### config.mk
export PLATFORM = sky130hd
export DESIGN_NAME = reciprocal_frequency_meter
export DESIGN_NICKNAME = d
export VERILOG_FILES = /design/src/rtl/rfm_pkg.sv /design/src/rtl/rfm_front.sv /design/src/rtl/rfm_fifo.sv /design/src/rtl/rfm_div.sv /design/src/rtl/rfm_back.sv /design/src/rtl/reciprocal_frequency_meter.sv
export VERILOG_INCLUDE_DIRS = /design/src /design/src/rtl
export SDC_FILE = /design/constraint.sdc
export NUM_CORES = 1
export LEC_CHECK = 0
export BUFFER_PORTS_ARGS = -buffer_cell sky130_fd_sc_hd__buf_4
export CORE_MARGIN = 4
export CORE_UTILIZATION = 63
export DETAILED_ROUTE_END_ITERATION = 6
export PLACE_DENSITY = 0.81
export SETUP_SLACK_MARGIN = 0.3
export SYNTH_ARGS = -nofsm -noshare
export SYNTH_HDL_FRONTEND = slang
export SYNTH_HIERARCHICAL = 1
export SYNTH_SLANG_ARGS = --single-unit
### constraint.sdc
create_clock -name clk_i -period 4 [get_ports clk_i]
set_clock_uncertainty 0.1 [all_clocks]
set_input_delay 0.4 -clock clk_i [delete_from_list [all_inputs] [get_ports clk_i]]
set_output_delay 0.4 -clock clk_i [all_outputs]
set_load 0.005 [all_outputs]
### src/rtl/reciprocal_frequency_meter_defines.svh
// Assertion macros for the reciprocal frequency meter.
// Used by the top level only; needs no other file.
`ifndef RECIPROCAL_FREQUENCY_METER_DEFINES_SVH
`define RECIPROCAL_FREQUENCY_METER_DEFINES_SVH

// Same-cycle implication, disabled while reset is low
`define RFM_ASSERT_IMPL(label, clk, rst_n, ante, cons, msg) \
  label: assert property (@(posedge clk) disable iff (!rst_n) (ante) |-> (cons)) \
    else $error(msg);

// Next-cycle implication, disabled while reset is low
`define RFM_ASSERT_NEXT(label, clk, rst_n, ante, cons, msg) \
  label: assert property (@(posedge clk) disable iff (!rst_n) (ante) |=> (cons)) \
    else $error(msg);

`endif

### src/rtl/rfm_pkg.sv
// Shared widths, codes and structs of the reciprocal frequency meter.
// No dependencies; every module refers to it by scoped names.
package rfm_pkg;

  localparam int FRAC_BITS  = 8;
  localparam int TIMER_BITS = 16;
  localparam int OVF_W      = 16;
  localparam int STAMP_W    = 32;
  localparam int FREQ_W     = 32;
  localparam int CLK_W      = 24;
  localparam int PER_W      = 32;
  localparam int TMO_W      = 16;
  localparam int SHIFT_W    = 3;
  localparam int MS_W       = 17;

  // divider: dividend is the clock rate shifted up by the fraction bits
  localparam int DIV_W  = CLK_W + FRAC_BITS;
  localparam int Q_W    = (DIV_W > FREQ_W) ? DIV_W : FREQ_W;
  localparam int DCNT_W = $clog2(Q_W + 1);

  localparam int FIFO_DEPTH = 2;
  localparam int FIFO_PTR_W = $clog2(FIFO_DEPTH);
  localparam int FIFO_CNT_W = $clog2(FIFO_DEPTH + 1);

  // stream and config port widths
  localparam int FUNC_W      = 2;
  localparam int IN_TDATA_W  = ((TIMER_BITS + 1 + 7) / 8) * 8;
  localparam int IN_TUSER_W  = FUNC_W;
  localparam int OUT_TDATA_W = 2 * FREQ_W;
  localparam int OUT_TUSER_W = 3;
  localparam int CFG_IDX_W   = 3;
  localparam int CFG_DATA_W  = 32;

  // register reset values
  localparam logic [CLK_W-1:0] CLOCK_HZ_RST   = CLK_W'(2000000);
  localparam logic [PER_W-1:0] MIN_PERIOD_RST = PER_W'(200);
  localparam logic [PER_W-1:0] MAX_PERIOD_RST = PER_W'(66666);
  localparam logic [TMO_W-1:0] TIMEOUT_RST    = TMO_W'(120);
  localparam logic [SHIFT_W-1:0] EMA_SHIFT_RST = SHIFT_W'(2);

  typedef enum logic [FUNC_W-1:0] {
    FN_OVERFLOW = 2'd0,
    FN_CAPTURE  = 2'd1,
    FN_TICK     = 2'd2,
    FN_READ     = 2'd3
  } func_e;

  typedef enum logic [1:0] {
    ST_NONE    = 2'd0,
    ST_VALID   = 2'd1,
    ST_TIMEOUT = 2'd2
  } status_e;

  typedef enum logic [CFG_IDX_W-1:0] {
    CFG_CLOCK_HZ   = 3'd0,
    CFG_MIN_PERIOD = 3'd1,
    CFG_MAX_PERIOD = 3'd2,
    CFG_TIMEOUT    = 3'd3,
    CFG_EMA_SHIFT  = 3'd4
  } cfg_idx_e;

  typedef struct packed {
    logic [CLK_W-1:0]   timer_clock_hz;
    logic [PER_W-1:0]   min_period_ticks;
    logic [PER_W-1:0]   max_period_ticks;
    logic [TMO_W-1:0]   timeout_ms;
    logic [SHIFT_W-1:0] ema_shift;
  } cfg_t;

  // one classified event waiting in the queue
  typedef struct packed {
    func_e                 kind;
    logic [TIMER_BITS-1:0] cap;
    logic                  bump;   // pending overflow belongs to this capture
  } entry_t;

  typedef struct packed {
    logic           start;
    logic [Q_W-1:0] dividend;
    logic [PER_W-1:0] divisor;
  } div_req_t;

  typedef struct packed {
    logic           busy;
    logic           done;
    logic [Q_W-1:0] quotient;
  } div_rsp_t;

endpackage

### src/rtl/rfm_front.sv
// Front end: accepts input beats and classifies them into queue entries.
// Depends on rfm_pkg.
module rfm_front (
  input  logic                           s_axis_tvalid_i,
  output logic                           s_axis_tready_o,
  // tdata: capture_value [TIMER_BITS-1:0], overflow_pending [TIMER_BITS]
  input  logic [rfm_pkg::IN_TDATA_W-1:0] s_axis_tdata_i,
  // tuser: func [1:0]
  input  logic [rfm_pkg::IN_TUSER_W-1:0] s_axis_tuser_i,
  input  logic                           q_full_i,
  output logic                           q_push_o,
  output rfm_pkg::entry_t                q_entry_o
);

  logic [rfm_pkg::TIMER_BITS-1:0] cap;
  logic                           pending;

  assign cap     = s_axis_tdata_i[rfm_pkg::TIMER_BITS-1:0];
  assign pending = s_axis_tdata_i[rfm_pkg::TIMER_BITS];

  // take a beat whenever the queue has room
  assign s_axis_tready_o = !q_full_i;
  assign q_push_o        = s_axis_tvalid_i && !q_full_i;

  // overflow race: a pending overflow counts for a capture in the lower half
  always_comb begin
    q_entry_o.kind = rfm_pkg::func_e'(s_axis_tuser_i);
    q_entry_o.cap  = cap;
    q_entry_o.bump = pending && !cap[rfm_pkg::TIMER_BITS-1] &&
                     (rfm_pkg::func_e'(s_axis_tuser_i) == rfm_pkg::FN_CAPTURE);
  end

endmodule

### src/rtl/rfm_fifo.sv
// Short queue of classified events between front and back.
// Depends on rfm_pkg.
module rfm_fifo (
  input  logic                           clk_i,
  input  logic                           rst_ni,
  input  logic                           push_i,
  input  rfm_pkg::entry_t                entry_i,
  input  logic                           pop_i,
  output rfm_pkg::entry_t                entry_o,
  output logic                           full_o,
  output logic                           empty_o,
  output logic [rfm_pkg::FIFO_CNT_W-1:0] count_o
);

  rfm_pkg::entry_t                  mem_q [rfm_pkg::FIFO_DEPTH];
  logic [rfm_pkg::FIFO_PTR_W-1:0]   wr_ptr_q, rd_ptr_q;
  logic [rfm_pkg::FIFO_CNT_W-1:0]   cnt_q;
  logic                             do_push, do_pop;

  assign full_o  = (cnt_q == rfm_pkg::FIFO_CNT_W'(rfm_pkg::FIFO_DEPTH));
  assign empty_o = (cnt_q == '0);
  assign count_o = cnt_q;
  assign entry_o = mem_q[rd_ptr_q];
  assign do_push = push_i && !full_o;
  assign do_pop  = pop_i && !empty_o;

  // storage, no reset needed
  always_ff @(posedge clk_i) begin
    if (do_push) begin
      mem_q[wr_ptr_q] <= entry_i;
    end
  end

  // pointers and fill count
  always_ff @(posedge clk_i or negedge rst_ni) begin
    if (!rst_ni) begin
      wr_ptr_q <= '0;
      rd_ptr_q <= '0;
      cnt_q    <= '0;
    end else begin
      if (do_push) begin
        wr_ptr_q <= (wr_ptr_q == rfm_pkg::FIFO_PTR_W'(rfm_pkg::FIFO_DEPTH - 1)) ?
                    '0 : wr_ptr_q + 1'b1;
      end
      if (do_pop) begin
        rd_ptr_q <= (rd_ptr_q == rfm_pkg::FIFO_PTR_W'(rfm_pkg::FIFO_DEPTH - 1)) ?
                    '0 : rd_ptr_q + 1'b1;
      end
      if (do_push && !do_pop) begin
        cnt_q <= cnt_q + 1'b1;
      end else if (do_pop && !do_push) begin
        cnt_q <= cnt_q - 1'b1;
      end
    end
  end

endmodule

### src/rtl/rfm_div.sv
// Restoring serial divider, one quotient bit per cycle.
// Depends on rfm_pkg; the divisor is never zero when started.
module rfm_div (
  input  logic              clk_i,
  input  logic              rst_ni,
  input  rfm_pkg::div_req_t req_i,
  output rfm_pkg::div_rsp_t rsp_o
);

  logic                          busy_q, done_q;
  logic [rfm_pkg::DCNT_W-1:0]    cnt_q;
  logic [rfm_pkg::PER_W-1:0]     rem_q, dvs_q;
  logic [rfm_pkg::Q_W-1:0]       quo_q;
  logic [rfm_pkg::PER_W:0]       trial;
  logic                          fits;

  // shift in the next dividend bit and try the subtraction
  assign trial = {rem_q, quo_q[rfm_pkg::Q_W-1]};
  assign fits  = (trial >= {1'b0, dvs_q});

  assign rsp_o.busy     = busy_q;
  assign rsp_o.done     = done_q;
  assign rsp_o.quotient = quo_q;

  always_ff @(posedge clk_i or negedge rst_ni) begin
    if (!rst_ni) begin
      busy_q <= 1'b0;
      done_q <= 1'b0;
      cnt_q  <= '0;
      rem_q  <= '0;
      dvs_q  <= '0;
      quo_q  <= '0;
    end else begin
      done_q <= 1'b0;
      if (busy_q) begin
        rem_q <= fits ? rfm_pkg::PER_W'(trial - {1'b0, dvs_q})
                      : trial[rfm_pkg::PER_W-1:0];
        quo_q <= {quo_q[rfm_pkg::Q_W-2:0], fits};
        cnt_q <= cnt_q - 1'b1;
        if (cnt_q == rfm_pkg::DCNT_W'(1)) begin
          busy_q <= 1'b0;
          done_q <= 1'b1;
        end
      end else if (req_i.start) begin
        busy_q <= 1'b1;
        cnt_q  <= rfm_pkg::DCNT_W'(rfm_pkg::Q_W);
        rem_q  <= '0;
        dvs_q  <= req_i.divisor;
        quo_q  <= req_i.dividend;
      end
    end
  end

endmodule

### src/rtl/rfm_back.sv
// Back end: meter state, period check, EMA and the output register.
// Depends on rfm_pkg; the divider sits beside it in the top level.
module rfm_back (
  input  logic                            clk_i,
  input  logic                            rst_ni,
  input  rfm_pkg::cfg_t                   cfg_i,
  input  rfm_pkg::entry_t                 q_entry_i,
  input  logic                            q_empty_i,
  output logic                            q_pop_o,
  output rfm_pkg::div_req_t               div_req_o,
  input  rfm_pkg::div_rsp_t               div_rsp_i,
  output logic                            m_axis_tvalid_o,
  input  logic                            m_axis_tready_i,
  // tdata: smoothed_freq [31:0], raw_freq [63:32]
  output logic [rfm_pkg::OUT_TDATA_W-1:0] m_axis_tdata_o,
  // tuser: status [1:0], period_accepted [2]
  output logic [rfm_pkg::OUT_TUSER_W-1:0] m_axis_tuser_o
);

  typedef enum logic [2:0] {
    S_IDLE,
    S_CHECK,
    S_DIV,
    S_EMA_STEP,
    S_EMA_ADD,
    S_RESULT
  } state_e;

  state_e                          state_q;
  logic [rfm_pkg::OVF_W-1:0]       ovf_q;
  logic [rfm_pkg::STAMP_W-1:0]     prev_q, ticks_q;
  logic                            primed_q, avg_valid_q, acc_q, start_q;
  logic [rfm_pkg::FREQ_W-1:0]      avg_q, raw_q, step_q;
  logic [rfm_pkg::MS_W-1:0]        ms_q;
  logic                            m_valid_q;
  logic [rfm_pkg::FREQ_W-1:0]      out_smooth_q, out_raw_q;
  rfm_pkg::status_e                out_status_q;
  logic                            out_acc_q;

  logic [rfm_pkg::OVF_W-1:0]              ovf_used;
  logic [rfm_pkg::OVF_W+rfm_pkg::TIMER_BITS-1:0] stamp_wide;
  logic [rfm_pkg::STAMP_W-1:0]            stamp_d;
  logic                                   in_band_d;
  logic [rfm_pkg::FREQ_W-1:0]             raw_sat_d;
  logic signed [rfm_pkg::FREQ_W:0]        diff_d, step_d;
  logic                                   out_free;
  rfm_pkg::status_e                       status_d;
  logic [rfm_pkg::FREQ_W-1:0]             smooth_d;
  localparam logic [rfm_pkg::Q_W-1:0] RawMax = rfm_pkg::Q_W'(32'hFFFF_FFFF);

  // timestamp from overflow epoch and captured value
  assign ovf_used   = q_entry_i.bump ? ovf_q + 1'b1 : ovf_q;
  assign stamp_wide = {ovf_used, q_entry_i.cap};
  assign stamp_d    = stamp_wide[rfm_pkg::STAMP_W-1:0];

  // band check on the registered period
  assign in_band_d = (ticks_q != '0) && (ticks_q >= cfg_i.min_period_ticks) &&
                     (ticks_q <= cfg_i.max_period_ticks);

  // quotient saturates at the output width
  assign raw_sat_d = (div_rsp_i.quotient > RawMax) ? '1
                                                   : div_rsp_i.quotient[rfm_pkg::FREQ_W-1:0];

  // EMA step: arithmetic shift floors negative differences
  assign diff_d = $signed({1'b0, raw_q}) - $signed({1'b0, avg_q});
  assign step_d = diff_d >>> cfg_i.ema_shift;

  // result view of the current state
  always_comb begin
    if (ms_q > rfm_pkg::MS_W'(cfg_i.timeout_ms)) begin
      status_d = rfm_pkg::ST_TIMEOUT;
      smooth_d = '0;
    end else if (!avg_valid_q) begin
      status_d = rfm_pkg::ST_NONE;
      smooth_d = '0;
    end else begin
      status_d = rfm_pkg::ST_VALID;
      smooth_d = avg_q;
    end
  end

  assign out_free = !m_valid_q || m_axis_tready_i;
  assign q_pop_o  = (state_q == S_IDLE) && !q_empty_i;

  assign div_req_o.start    = start_q;
  assign div_req_o.dividend = rfm_pkg::Q_W'(cfg_i.timer_clock_hz) << rfm_pkg::FRAC_BITS;
  assign div_req_o.divisor  = ticks_q;

  assign m_axis_tvalid_o = m_valid_q;
  assign m_axis_tdata_o  = {out_raw_q, out_smooth_q};
  assign m_axis_tuser_o  = {out_acc_q, out_status_q};

  // sequencer, meter state and output register
  always_ff @(posedge clk_i or negedge rst_ni) begin
    if (!rst_ni) begin
      state_q      <= S_IDLE;
      ovf_q        <= '0;
      prev_q       <= '0;
      ticks_q      <= '0;
      primed_q     <= 1'b0;
      avg_valid_q  <= 1'b0;
      acc_q        <= 1'b0;
      start_q      <= 1'b0;
      avg_q        <= '0;
      raw_q        <= '0;
      step_q       <= '0;
      ms_q         <= '0;
      m_valid_q    <= 1'b0;
      out_smooth_q <= '0;
      out_raw_q    <= '0;
      out_status_q <= rfm_pkg::ST_NONE;
      out_acc_q    <= 1'b0;
    end else begin
      // taken beat clears valid; S_RESULT loads the next one itself
      if (m_valid_q && m_axis_tready_i && (state_q != S_RESULT)) begin
        m_valid_q <= 1'b0;
      end
      unique case (state_q)
        S_IDLE: begin
          if (!q_empty_i) begin
            acc_q   <= 1'b0;
            state_q <= S_RESULT;
            unique case (q_entry_i.kind)
              rfm_pkg::FN_OVERFLOW: begin
                ovf_q <= ovf_q + 1'b1;
              end
              rfm_pkg::FN_CAPTURE: begin
                prev_q <= stamp_d;
                if (!primed_q) begin
                  primed_q <= 1'b1;
                end else begin
                  ticks_q <= stamp_d - prev_q;
                  state_q <= S_CHECK;
                end
              end
              rfm_pkg::FN_TICK: begin
                if (ms_q != '1) begin
                  ms_q <= ms_q + 1'b1;
                end
              end
              default: begin
                // read: result only
              end
            endcase
          end
        end
        S_CHECK: begin
          if (in_band_d) begin
            start_q <= 1'b1;
            state_q <= S_DIV;
          end else begin
            state_q <= S_RESULT;
          end
        end
        S_DIV: begin
          start_q <= 1'b0;
          if (div_rsp_i.done) begin
            raw_q <= raw_sat_d;
            ms_q  <= '0;
            acc_q <= 1'b1;
            if (!avg_valid_q) begin
              avg_q       <= raw_sat_d;
              avg_valid_q <= 1'b1;
              state_q     <= S_RESULT;
            end else begin
              state_q <= S_EMA_STEP;
            end
          end
        end
        S_EMA_STEP: begin
          step_q  <= step_d[rfm_pkg::FREQ_W-1:0];
          state_q <= S_EMA_ADD;
        end
        S_EMA_ADD: begin
          avg_q   <= avg_q + step_q;
          state_q <= S_RESULT;
        end
        S_RESULT: begin
          if (out_free) begin
            m_valid_q    <= 1'b1;
            out_smooth_q <= smooth_d;
            out_raw_q    <= raw_q;
            out_status_q <= status_d;
            out_acc_q    <= acc_q;
            state_q      <= S_IDLE;
          end
        end
        default: state_q <= S_IDLE;
      endcase
    end
  end

endmodule

### src/rtl/reciprocal_frequency_meter.sv
// Top level of the reciprocal frequency meter: config registers, front,
// queue, back and divider. Depends on rfm_pkg and the defines header.
//
//  channel  | dir | handshake                       | content
//  s_axis   | in  | s_axis_tvalid_i / s_axis_tready_o | event: func, capture, pending
//  m_axis   | out | m_axis_tvalid_o / m_axis_tready_i | smoothed, raw, status, accepted
//  cfg      | in  | cfg_valid_i / cfg_ready_o         | register index and write data
//
// In the back end, overflow, tick, read and priming capture go from idle to
// result, an out-of-band capture via check; an in-band capture also waits in
// divide on the one-bit-a-cycle divider, then EMA step and add unless seeding.
// Reset is asynchronous, active low, and clears all meter state; no clearing pass.
// The output register holds a result until it is taken; the back end then waits
// and the two-entry queue, once full, stalls the input.
`include "reciprocal_frequency_meter_defines.svh"

module reciprocal_frequency_meter (
  input  logic                            clk_i,
  input  logic                            rst_ni,
  input  logic                            s_axis_tvalid_i,
  output logic                            s_axis_tready_o,
  // tdata: capture_value [15:0], overflow_pending [16], zero fill [23:17]
  input  logic [rfm_pkg::IN_TDATA_W-1:0]  s_axis_tdata_i,
  // tuser: func [1:0]
  input  logic [rfm_pkg::IN_TUSER_W-1:0]  s_axis_tuser_i,
  output logic                            m_axis_tvalid_o,
  input  logic                            m_axis_tready_i,
  // tdata: smoothed_freq [31:0], raw_freq [63:32]
  output logic [rfm_pkg::OUT_TDATA_W-1:0] m_axis_tdata_o,
  // tuser: status [1:0], period_accepted [2]
  output logic [rfm_pkg::OUT_TUSER_W-1:0] m_axis_tuser_o,
  input  logic                            cfg_valid_i,
  output logic                            cfg_ready_o,
  input  logic [rfm_pkg::CFG_IDX_W-1:0]   cfg_index_i,
  input  logic [rfm_pkg::CFG_DATA_W-1:0]  cfg_data_i
);

  rfm_pkg::cfg_t                  cfg_q;
  rfm_pkg::entry_t                push_entry, head_entry;
  logic                           q_push, q_pop, q_full, q_empty;
  logic [rfm_pkg::FIFO_CNT_W-1:0] q_count;
  rfm_pkg::div_req_t              div_req;
  rfm_pkg::div_rsp_t              div_rsp;

  // configuration registers, unknown indexes ignored
  assign cfg_ready_o = 1'b1;

  always_ff @(posedge clk_i or negedge rst_ni) begin
    if (!rst_ni) begin
      cfg_q.timer_clock_hz   <= rfm_pkg::CLOCK_HZ_RST;
      cfg_q.min_period_ticks <= rfm_pkg::MIN_PERIOD_RST;
      cfg_q.max_period_ticks <= rfm_pkg::MAX_PERIOD_RST;
      cfg_q.timeout_ms       <= rfm_pkg::TIMEOUT_RST;
      cfg_q.ema_shift        <= rfm_pkg::EMA_SHIFT_RST;
    end else if (cfg_valid_i) begin
      unique case (rfm_pkg::cfg_idx_e'(cfg_index_i))
        rfm_pkg::CFG_CLOCK_HZ:   cfg_q.timer_clock_hz   <= cfg_data_i[rfm_pkg::CLK_W-1:0];
        rfm_pkg::CFG_MIN_PERIOD: cfg_q.min_period_ticks <= cfg_data_i[rfm_pkg::PER_W-1:0];
        rfm_pkg::CFG_MAX_PERIOD: cfg_q.max_period_ticks <= cfg_data_i[rfm_pkg::PER_W-1:0];
        rfm_pkg::CFG_TIMEOUT:    cfg_q.timeout_ms       <= cfg_data_i[rfm_pkg::TMO_W-1:0];
        rfm_pkg::CFG_EMA_SHIFT:  cfg_q.ema_shift        <= cfg_data_i[rfm_pkg::SHIFT_W-1:0];
        default: begin
        end
      endcase
    end
  end

  rfm_front u_front (
    .s_axis_tvalid_i (s_axis_tvalid_i),
    .s_axis_tready_o (s_axis_tready_o),
    .s_axis_tdata_i  (s_axis_tdata_i),
    .s_axis_tuser_i  (s_axis_tuser_i),
    .q_full_i        (q_full),
    .q_push_o        (q_push),
    .q_entry_o       (push_entry)
  );

  rfm_fifo u_fifo (
    .clk_i   (clk_i),
    .rst_ni  (rst_ni),
    .push_i  (q_push),
    .entry_i (push_entry),
    .pop_i   (q_pop),
    .entry_o (head_entry),
    .full_o  (q_full),
    .empty_o (q_empty),
    .count_o (q_count)
  );

  rfm_div u_div (
    .clk_i  (clk_i),
    .rst_ni (rst_ni),
    .req_i  (div_req),
    .rsp_o  (div_rsp)
  );

  rfm_back u_back (
    .clk_i           (clk_i),
    .rst_ni          (rst_ni),
    .cfg_i           (cfg_q),
    .q_entry_i       (head_entry),
    .q_empty_i       (q_empty),
    .q_pop_o         (q_pop),
    .div_req_o       (div_req),
    .div_rsp_i       (div_rsp),
    .m_axis_tvalid_o (m_axis_tvalid_o),
    .m_axis_tready_i (m_axis_tready_i),
    .m_axis_tdata_o  (m_axis_tdata_o),
    .m_axis_tuser_o  (m_axis_tuser_o)
  );

  // checks on queue and divider coupling
  `RFM_ASSERT_IMPL(a_fifo_bound, clk_i, rst_ni, 1'b1, q_count <= rfm_pkg::FIFO_CNT_W'(rfm_pkg::FIFO_DEPTH), "queue fill count above depth")
  `RFM_ASSERT_IMPL(a_full_stall, clk_i, rst_ni, q_full, !s_axis_tready_o, "input ready while queue is full")
  `RFM_ASSERT_IMPL(a_pop_idle_div, clk_i, rst_ni, q_pop, !div_rsp.busy, "event popped while divider busy")
  `RFM_ASSERT_NEXT(a_div_starts, clk_i, rst_ni, div_req.start && !div_rsp.busy, div_rsp.busy, "divider did not start")

endmodule
==> impl_metrics.yaml, run 1 <==
critical_path:
  cp_slowest_cell: "dfrtp_2"
  cpPeakStageDelay_ps: 450
  crit_chain: "buf_6 -> mux2_1 -> inv_1 -> ha_1 -> fa_2 -> nor2b_2 -> o31ai_4 -> a21oi_4 -> buf_4 -> a21o_1 -> a21oi_2 -> o21bai_1 -> a21oi_1 -> o21bai_1 -> a21oi_2 -> xor2_1 -> o21ai_0"
  critPathLaunchType: "flip-flop"
  crit_path_max_fanout: 7
  path_class: "flip-flop to flip-flop"
  worst_setup_path_end_kind: "flip-flop"
  arrival_ps: 4030
  cp.required_ps: 4380
layout:
  n_fill_cell: 3294
  seqCellArea_mm2: 0.0133
  drive_above_1_share_pct: 18.0
  nNetsFinal: 3536
  mostFrequentLayoutCell: "dfrtp_1"
  syn_to_final_growth_pct: 14.0
  multiInputGateArea_mm2: 0.0164
  antennaDiodeCount: 0
  final_cells: 3958
  most-common-layout-cells: "457 x dfrtp_1, 331 x nand2_1, 216 x o21ai_0, 212 x inv_1, 194 x ha_1"
floorplanning:
  die_y_um: 230
  fp.dieArea_mm2: 0.0528
  die_w_um: 230
  num_rows: 80
  start_util_pct: 64.3
  pin_count: 136
  core_area_mm2: 0.0481
place:
  dp_hpwl_um: 56100
  gp_congestion: 0.941
  dp.cells: 3789
  port_buffers: 127
outcome:
  status: "finished, final reports clean"
timing:
  tightest_slew_ps: 1140
  relSlewSlack_pct: 24.0
  finalHoldViolCount: 0
  drv_slew: 0
  finalSetupViolCount: 0
  fin_crit_ps: 3650
  fmax_mhz: 274
  finalCritPeriodShare_pct: 91.3
  rsz0062_at_grt: "true"
  setup_tns_ps: 0
pwr:
  cell_internal_pwr_mw: 16.9
  comb_power_share_pct: 51.9
  switching_share_pct: 42.6
  ir_worst_vdd_uv: 570
  p_per_area_mw_per_mm2: 832
  p_seq_share_pct: 29.0
  total_leakage_power_nw: 16.7
  switchingPower_mw: 12.5
  p_clk_share_pct: 19.2
detailed_routing:
  avgViaCountPerCell: 6.16
  wirelength_um: 80900
  remaining_drc_errors: 0
  wl_per_cell_um: 20.4
  ant_nets: 0
  vias: 24399
  firstDrtPassIters: 6
  drt_iter0_drc: 1841
synth:
  synthCells: 3138
  netlist_area_mm2: 0.0310
  synth_warnings: 6
  syn_avg_cell_area_um2: 9.87
worst_hold_path:
  hp-class: "primary input to flip-flop"
clock_tree:
  htree_levels: 2
  cts_buffer_depth: 3
  cts-root-buf: "clkbuf_16"
  cts_tree: "done"
  cts_made_buffers: 56
  clock-sinks: 521
  clkTransAtPathRegs_ps: 60
  worst_skew_pair.late_latency_ps: 620
job:
  drv_cap: 0
grt:
  antenna_found_initial: 1
  grt_start_max_net_pins: 95
  grt_pass1_vias: 24676
  grt_usage_pct: 29.6
  grt_overflow: 0
  grt_pass1_wl_um: 129000
==> critical path, delay by kind of cell (launching register included) <==
| family | cells | cell delay, ps |
|---|---|---|
| buf+inv | 3 | 390 |
| xor+xnor | 1 | 150 |
| compound gates | 9 | 1600 |
| simple gates | 1 | 70 |
| fa+ha+maj | 2 | 420 |
| mux | 1 | 310 |
| flops | 1 | 450 |
==> layout make-up <==
class	count	share of cell area [%]
clock buffers	81	4.49
clock inverters	25	1.21
inverters	212	2.25
multi-input cells	2224	46.6
flip-flops and latches	521	37.6
well taps	656	2.32
repair buffers	239	5.61
==> through the flow <==
step | util, % | setup slack [ps] | instance area (um^2) | power [mW] | hold slack (ps)
floorplan | - | 378 | 31000 | 18.8 | 4.41
global placement | 67.0 | 189 | 32300 | 21.8 | 354
detailed placement | 67.0 | 130 | 32300 | 22.4 | 352
CTS | 72.4 | 295 | 34900 | 28.4 | 1.67
global route | 73.3 | 185 | 35300 | 31.4 | 13.9
finish | 73.3 | 349 | 35300 | 29.4 | 33.4
==> registers in the layout (all words and copies together), names as in the netlist, 2 cells and up <==
| register | count |
|---|---|
| cfg_q | 107 |
| u_back/avg_q | 32 |
| u_back/ms_q | 17 |
| u_back/out_raw_q | 32 |
| u_back/out_smooth_q | 32 |
| u_back/out_status_q | 2 |
| u_back/ovf_q | 16 |
| u_back/prev_q | 32 |
| u_back/raw_q | 32 |
| u_back/state_q | 3 |
| u_back/step_q | 32 |
| u_back/ticks_q | 32 |
| u_div/cnt_q | 6 |
| u_div/dvs_q | 32 |
| u_div/quo_q | 32 |
| u_div/rem_q | 32 |
| u_fifo/count_o | 2 |
| u_fifo/mem_q | 38 |
==> power by group through the flow <==
stage	clock network, mW	registers, mW	logic (mW)
finish	5.63	8.51	15.2
global placement	0	8.45	13.3
CTS	5.72	8.45	14.2
detailed placement	0	8.53	13.9
floorplan	0	7.82	10.9
global route	5.93	8.70	16.7
==> timing repair <==
item | CTS | global route
setup buffers | 5 | 9
endpoints found under the setup margin | 6 | 20
gates resized for setup | 12 | 74
hold endpoints to repair | 207 | 0
hold buffers | 48 | 0
pin swaps | 3 | 24
cloned | 0 | 1
==> per-layer routing <==
layer | GRT usage [%] | routed length (um) | vias up
li1 | - | - | 11369
met1 | 38.5 | 34000 | 11975
met2 | 50.7 | 39200 | 837
met3 | 4.22 | 4300 | 216
met4 | 11.5 | 3370 | 2
met5 | 0 | 11 | -
==> worst paths after layout <==
kind	start	to	slack (ps)	cells after the start
max	u_fifo/rd_ptr_q	u_back/ticks_q[18]	350	17
min	cfg_data_i[14]	cfg_q[33]	30	2
max reg2reg	u_fifo/rd_ptr_q	u_back/ticks_q[18]	350	17
min reg2reg	u_back/avg_valid_q	u_back/avg_valid_q	370	1
max in group asynchronous	rst_ni	u_back/ovf_q[0]	2360	3
min in group asynchronous	rst_ni	u_back/out_smooth_q[3]	290	2
No activity file was read; power rests on OpenSTA's default activity.
==> inputs of run 2 (changes only) <==
==> constraint.sdc (replaced) <==
create_clock -name clk_i -period 4 [get_ports clk_i]
set_clock_uncertainty 0.1 [all_clocks]
set_input_delay 0.8 -clock clk_i [delete_from_list [all_inputs] [get_ports clk_i]]
set_output_delay 0.8 -clock clk_i [all_outputs]
set_load 0.005 [all_outputs]
==> run 2 against run 1 <==
Total power decreased by 3.6%. Fmax fell by 0.64%. Setup slack worse by 23 ps. Sequential power fell by 0.6%. Flip-flop and latch count stayed put. Critical path depth is 3 lower. Combinational power about the same. Via count decreased by 1.6%. First-iteration DRC count shrank 14%. Cell count down 1.4%. Wire length fell by 4.8%. Largest cell class unchanged.
==> impl_metrics.yaml, run 2 (synthesized netlist as in run 1, its figures left out) <==
detailed_routing:
  drt_iter0_drc: 1582
  ant_nets: 0
  avgViaCountPerCell: 6.15
  drt-met1-wl_um: 32400
  wl_met3_um: 3880
  vias: 24003
  firstDrtPassIters: 6
  wl_per_cell_um: 19.7
  remaining_drc_errors: 0
  wl_met2_um: 37700
  wirelength_um: 77000
  highest_layer: "met4"
timing:
  setup_tns_ps: 0
  rsz0062_at_grt: "true"
  relSlewSlack_pct: 26.7
  tightest_slew_ps: 1100
  drv_slew: 0
  finalCritPeriodShare_pct: 91.9
  finalSetupViolCount: 0
  fmax_mhz: 272
  fin_crit_ps: 3670
  finalHoldViolCount: 0
critical_path:
  worst_setup_path_end_kind: "flip-flop"
  crit_path_max_fanout: 6
  arrival_ps: 4030
  cp.required_ps: 4350
  critPathLaunchType: "flip-flop"
  r2r_cells: 14
  path_class: "flip-flop to flip-flop"
place:
  dp.cells: 3784
  port_buffers: 127
  dp_hpwl_um: 55200
  place_area_mm2: 0.0322
  gp_congestion: 0.930
floorplanning:
  fp.dieArea_mm2: 0.0528
  die_w_um: 230
  num_rows: 80
  die_y_um: 230
  start_util_pct: 64.3
  pin_count: 136
  core_area_mm2: 0.0481
layout:
  antennaDiodeCount: 0
  design_area_mm2: 0.0345
  final_cells: 3901
  nNetsFinal: 3483
  fin_util_pct: 71.6
  largest_reg_flops: 107
  most-common-layout-cells: "458 x dfrtp_1, 331 x nand2_1, 215 x o21ai_0, 212 x inv_1, 194 x ha_1"
  mostFrequentLayoutCell: "dfrtp_1"
  regMostFlops: "cfg_q"
  syn_to_final_growth_pct: 11.4
  drive_above_1_share_pct: 18.0
  largestRegisters: "cfg_q x107, u_fifo/mem_q x38"
pwr:
  total_leakage_power_nw: 16.3
  p_per_area_mw_per_mm2: 821
  ir_worst_vdd_uv: 622
clock_tree:
  ctsHoldBuffers: 0
  worst_skew_pair.late_latency_ps: 600
  cts_made_buffers: 54
  cts_tree: "done"
  clkTransAtPathRegs_ps: 60
  htree_levels: 2
  cts-root-buf: "clkbuf_16"
  clock-sinks: 521
  cts_buffer_depth: 3
grt:
  grt_start_max_net_pins: 106
  grt_usage_pct: 28.2
  antenna_found_initial: 1
  grt_pass1_vias: 23989
  grt_pass1_wl_um: 123000
  grt_overflow: 0
job:
  drv_cap: 0
worst_hold_path:
  hp-class: "primary input to async pin"
outcome:
  status: "finished, final reports clean"
-- run 2: cell types whose count changed in the layout (fill, tap and decap cells not counted), sizes merged --
cell         delta
dlygate4sd3    -48
clkinv          +4
inv             -3
clkbuf          -1
bufinv          -8
buf             -4
clkinvlp        +3
-- run 2: metrics by stage --
step	total power [mW]	hold WS [ps]	setup slack, ps
2_1_floorplan	18.8	335	378
3_3_place_gp	21.7	351	167
6_report	28.3	44.3	325
5_1_grt	30.3	71.3	213
4_1_cts	27.4	45.0	261
3_5_place_dp	22.3	355	146
-- run 2: cell type report --
class,instances,area (um^2)
multi-input combinational,2224,16400
clock buffer,79,1570
fill,3426,13700
timing repair buffer,188,1500
tap,656,821
clock inverter,21,169
sequential,521,13300
inverter,212,796
-- run 2: metal layers --
layer,GRT usage (%),vias to the layer above
met3,3.54,211
met4,11.3,0
met5,0,-
met1,36.6,11795
met2,48.3,745
li1,-,11252
-- run 2: critical path, stage by stage, from the launching register on --
cell and delay [ps]:
dfrtp_2 450, mux2_4 360, mux2_2 320, ha_4 220, buf_4 150, a2111oi_2 380, o21ai_0 190, o21ai_1 200
a311oi_4 150, a211oi_2 340, o21ai_2 130, a21oi_2 180, buf_4 130, xor2_1 130, o21ai_0 90
-- run 2: timing repair --
| action | CTS | global route |
|---|---|---|
| endpoints found under the setup margin | 6 | 21 |
| gates cloned | 0 | 1 |
| pin swaps | 3 | 25 |
| buffers inserted | 2 | 14 |
| gates resized for setup | 11 | 69 |
-- run 2: final timing paths --
| path | end | slack [ps] | startpoint |
|---|---|---|---|
| max in group asynchronous | u_back/step_q[16] | 2790 | rst_ni |
| min | u_back/out_smooth_q[5] | 40 | rst_ni |
| min reg2reg | u_div/cnt_q[5] | 360 | u_div/cnt_q[5] |
| max reg2reg | u_back/ticks_q[28] | 330 | u_fifo/rd_ptr_q |
| max | u_back/ticks_q[28] | 330 | u_fifo/rd_ptr_q |
| min in group clk_i | u_fifo/mem_q[1][15] | 290 | s_axis_tdata_i[14] |
-- run 2: report_power, final --
group	internal, mW	switching, mW	leakage, nW
registers	6.96	1.49	6.44
logic	6.39	8.55	9.03
clock network	2.84	2.07	0.848
total	16.2	12.1	16.3
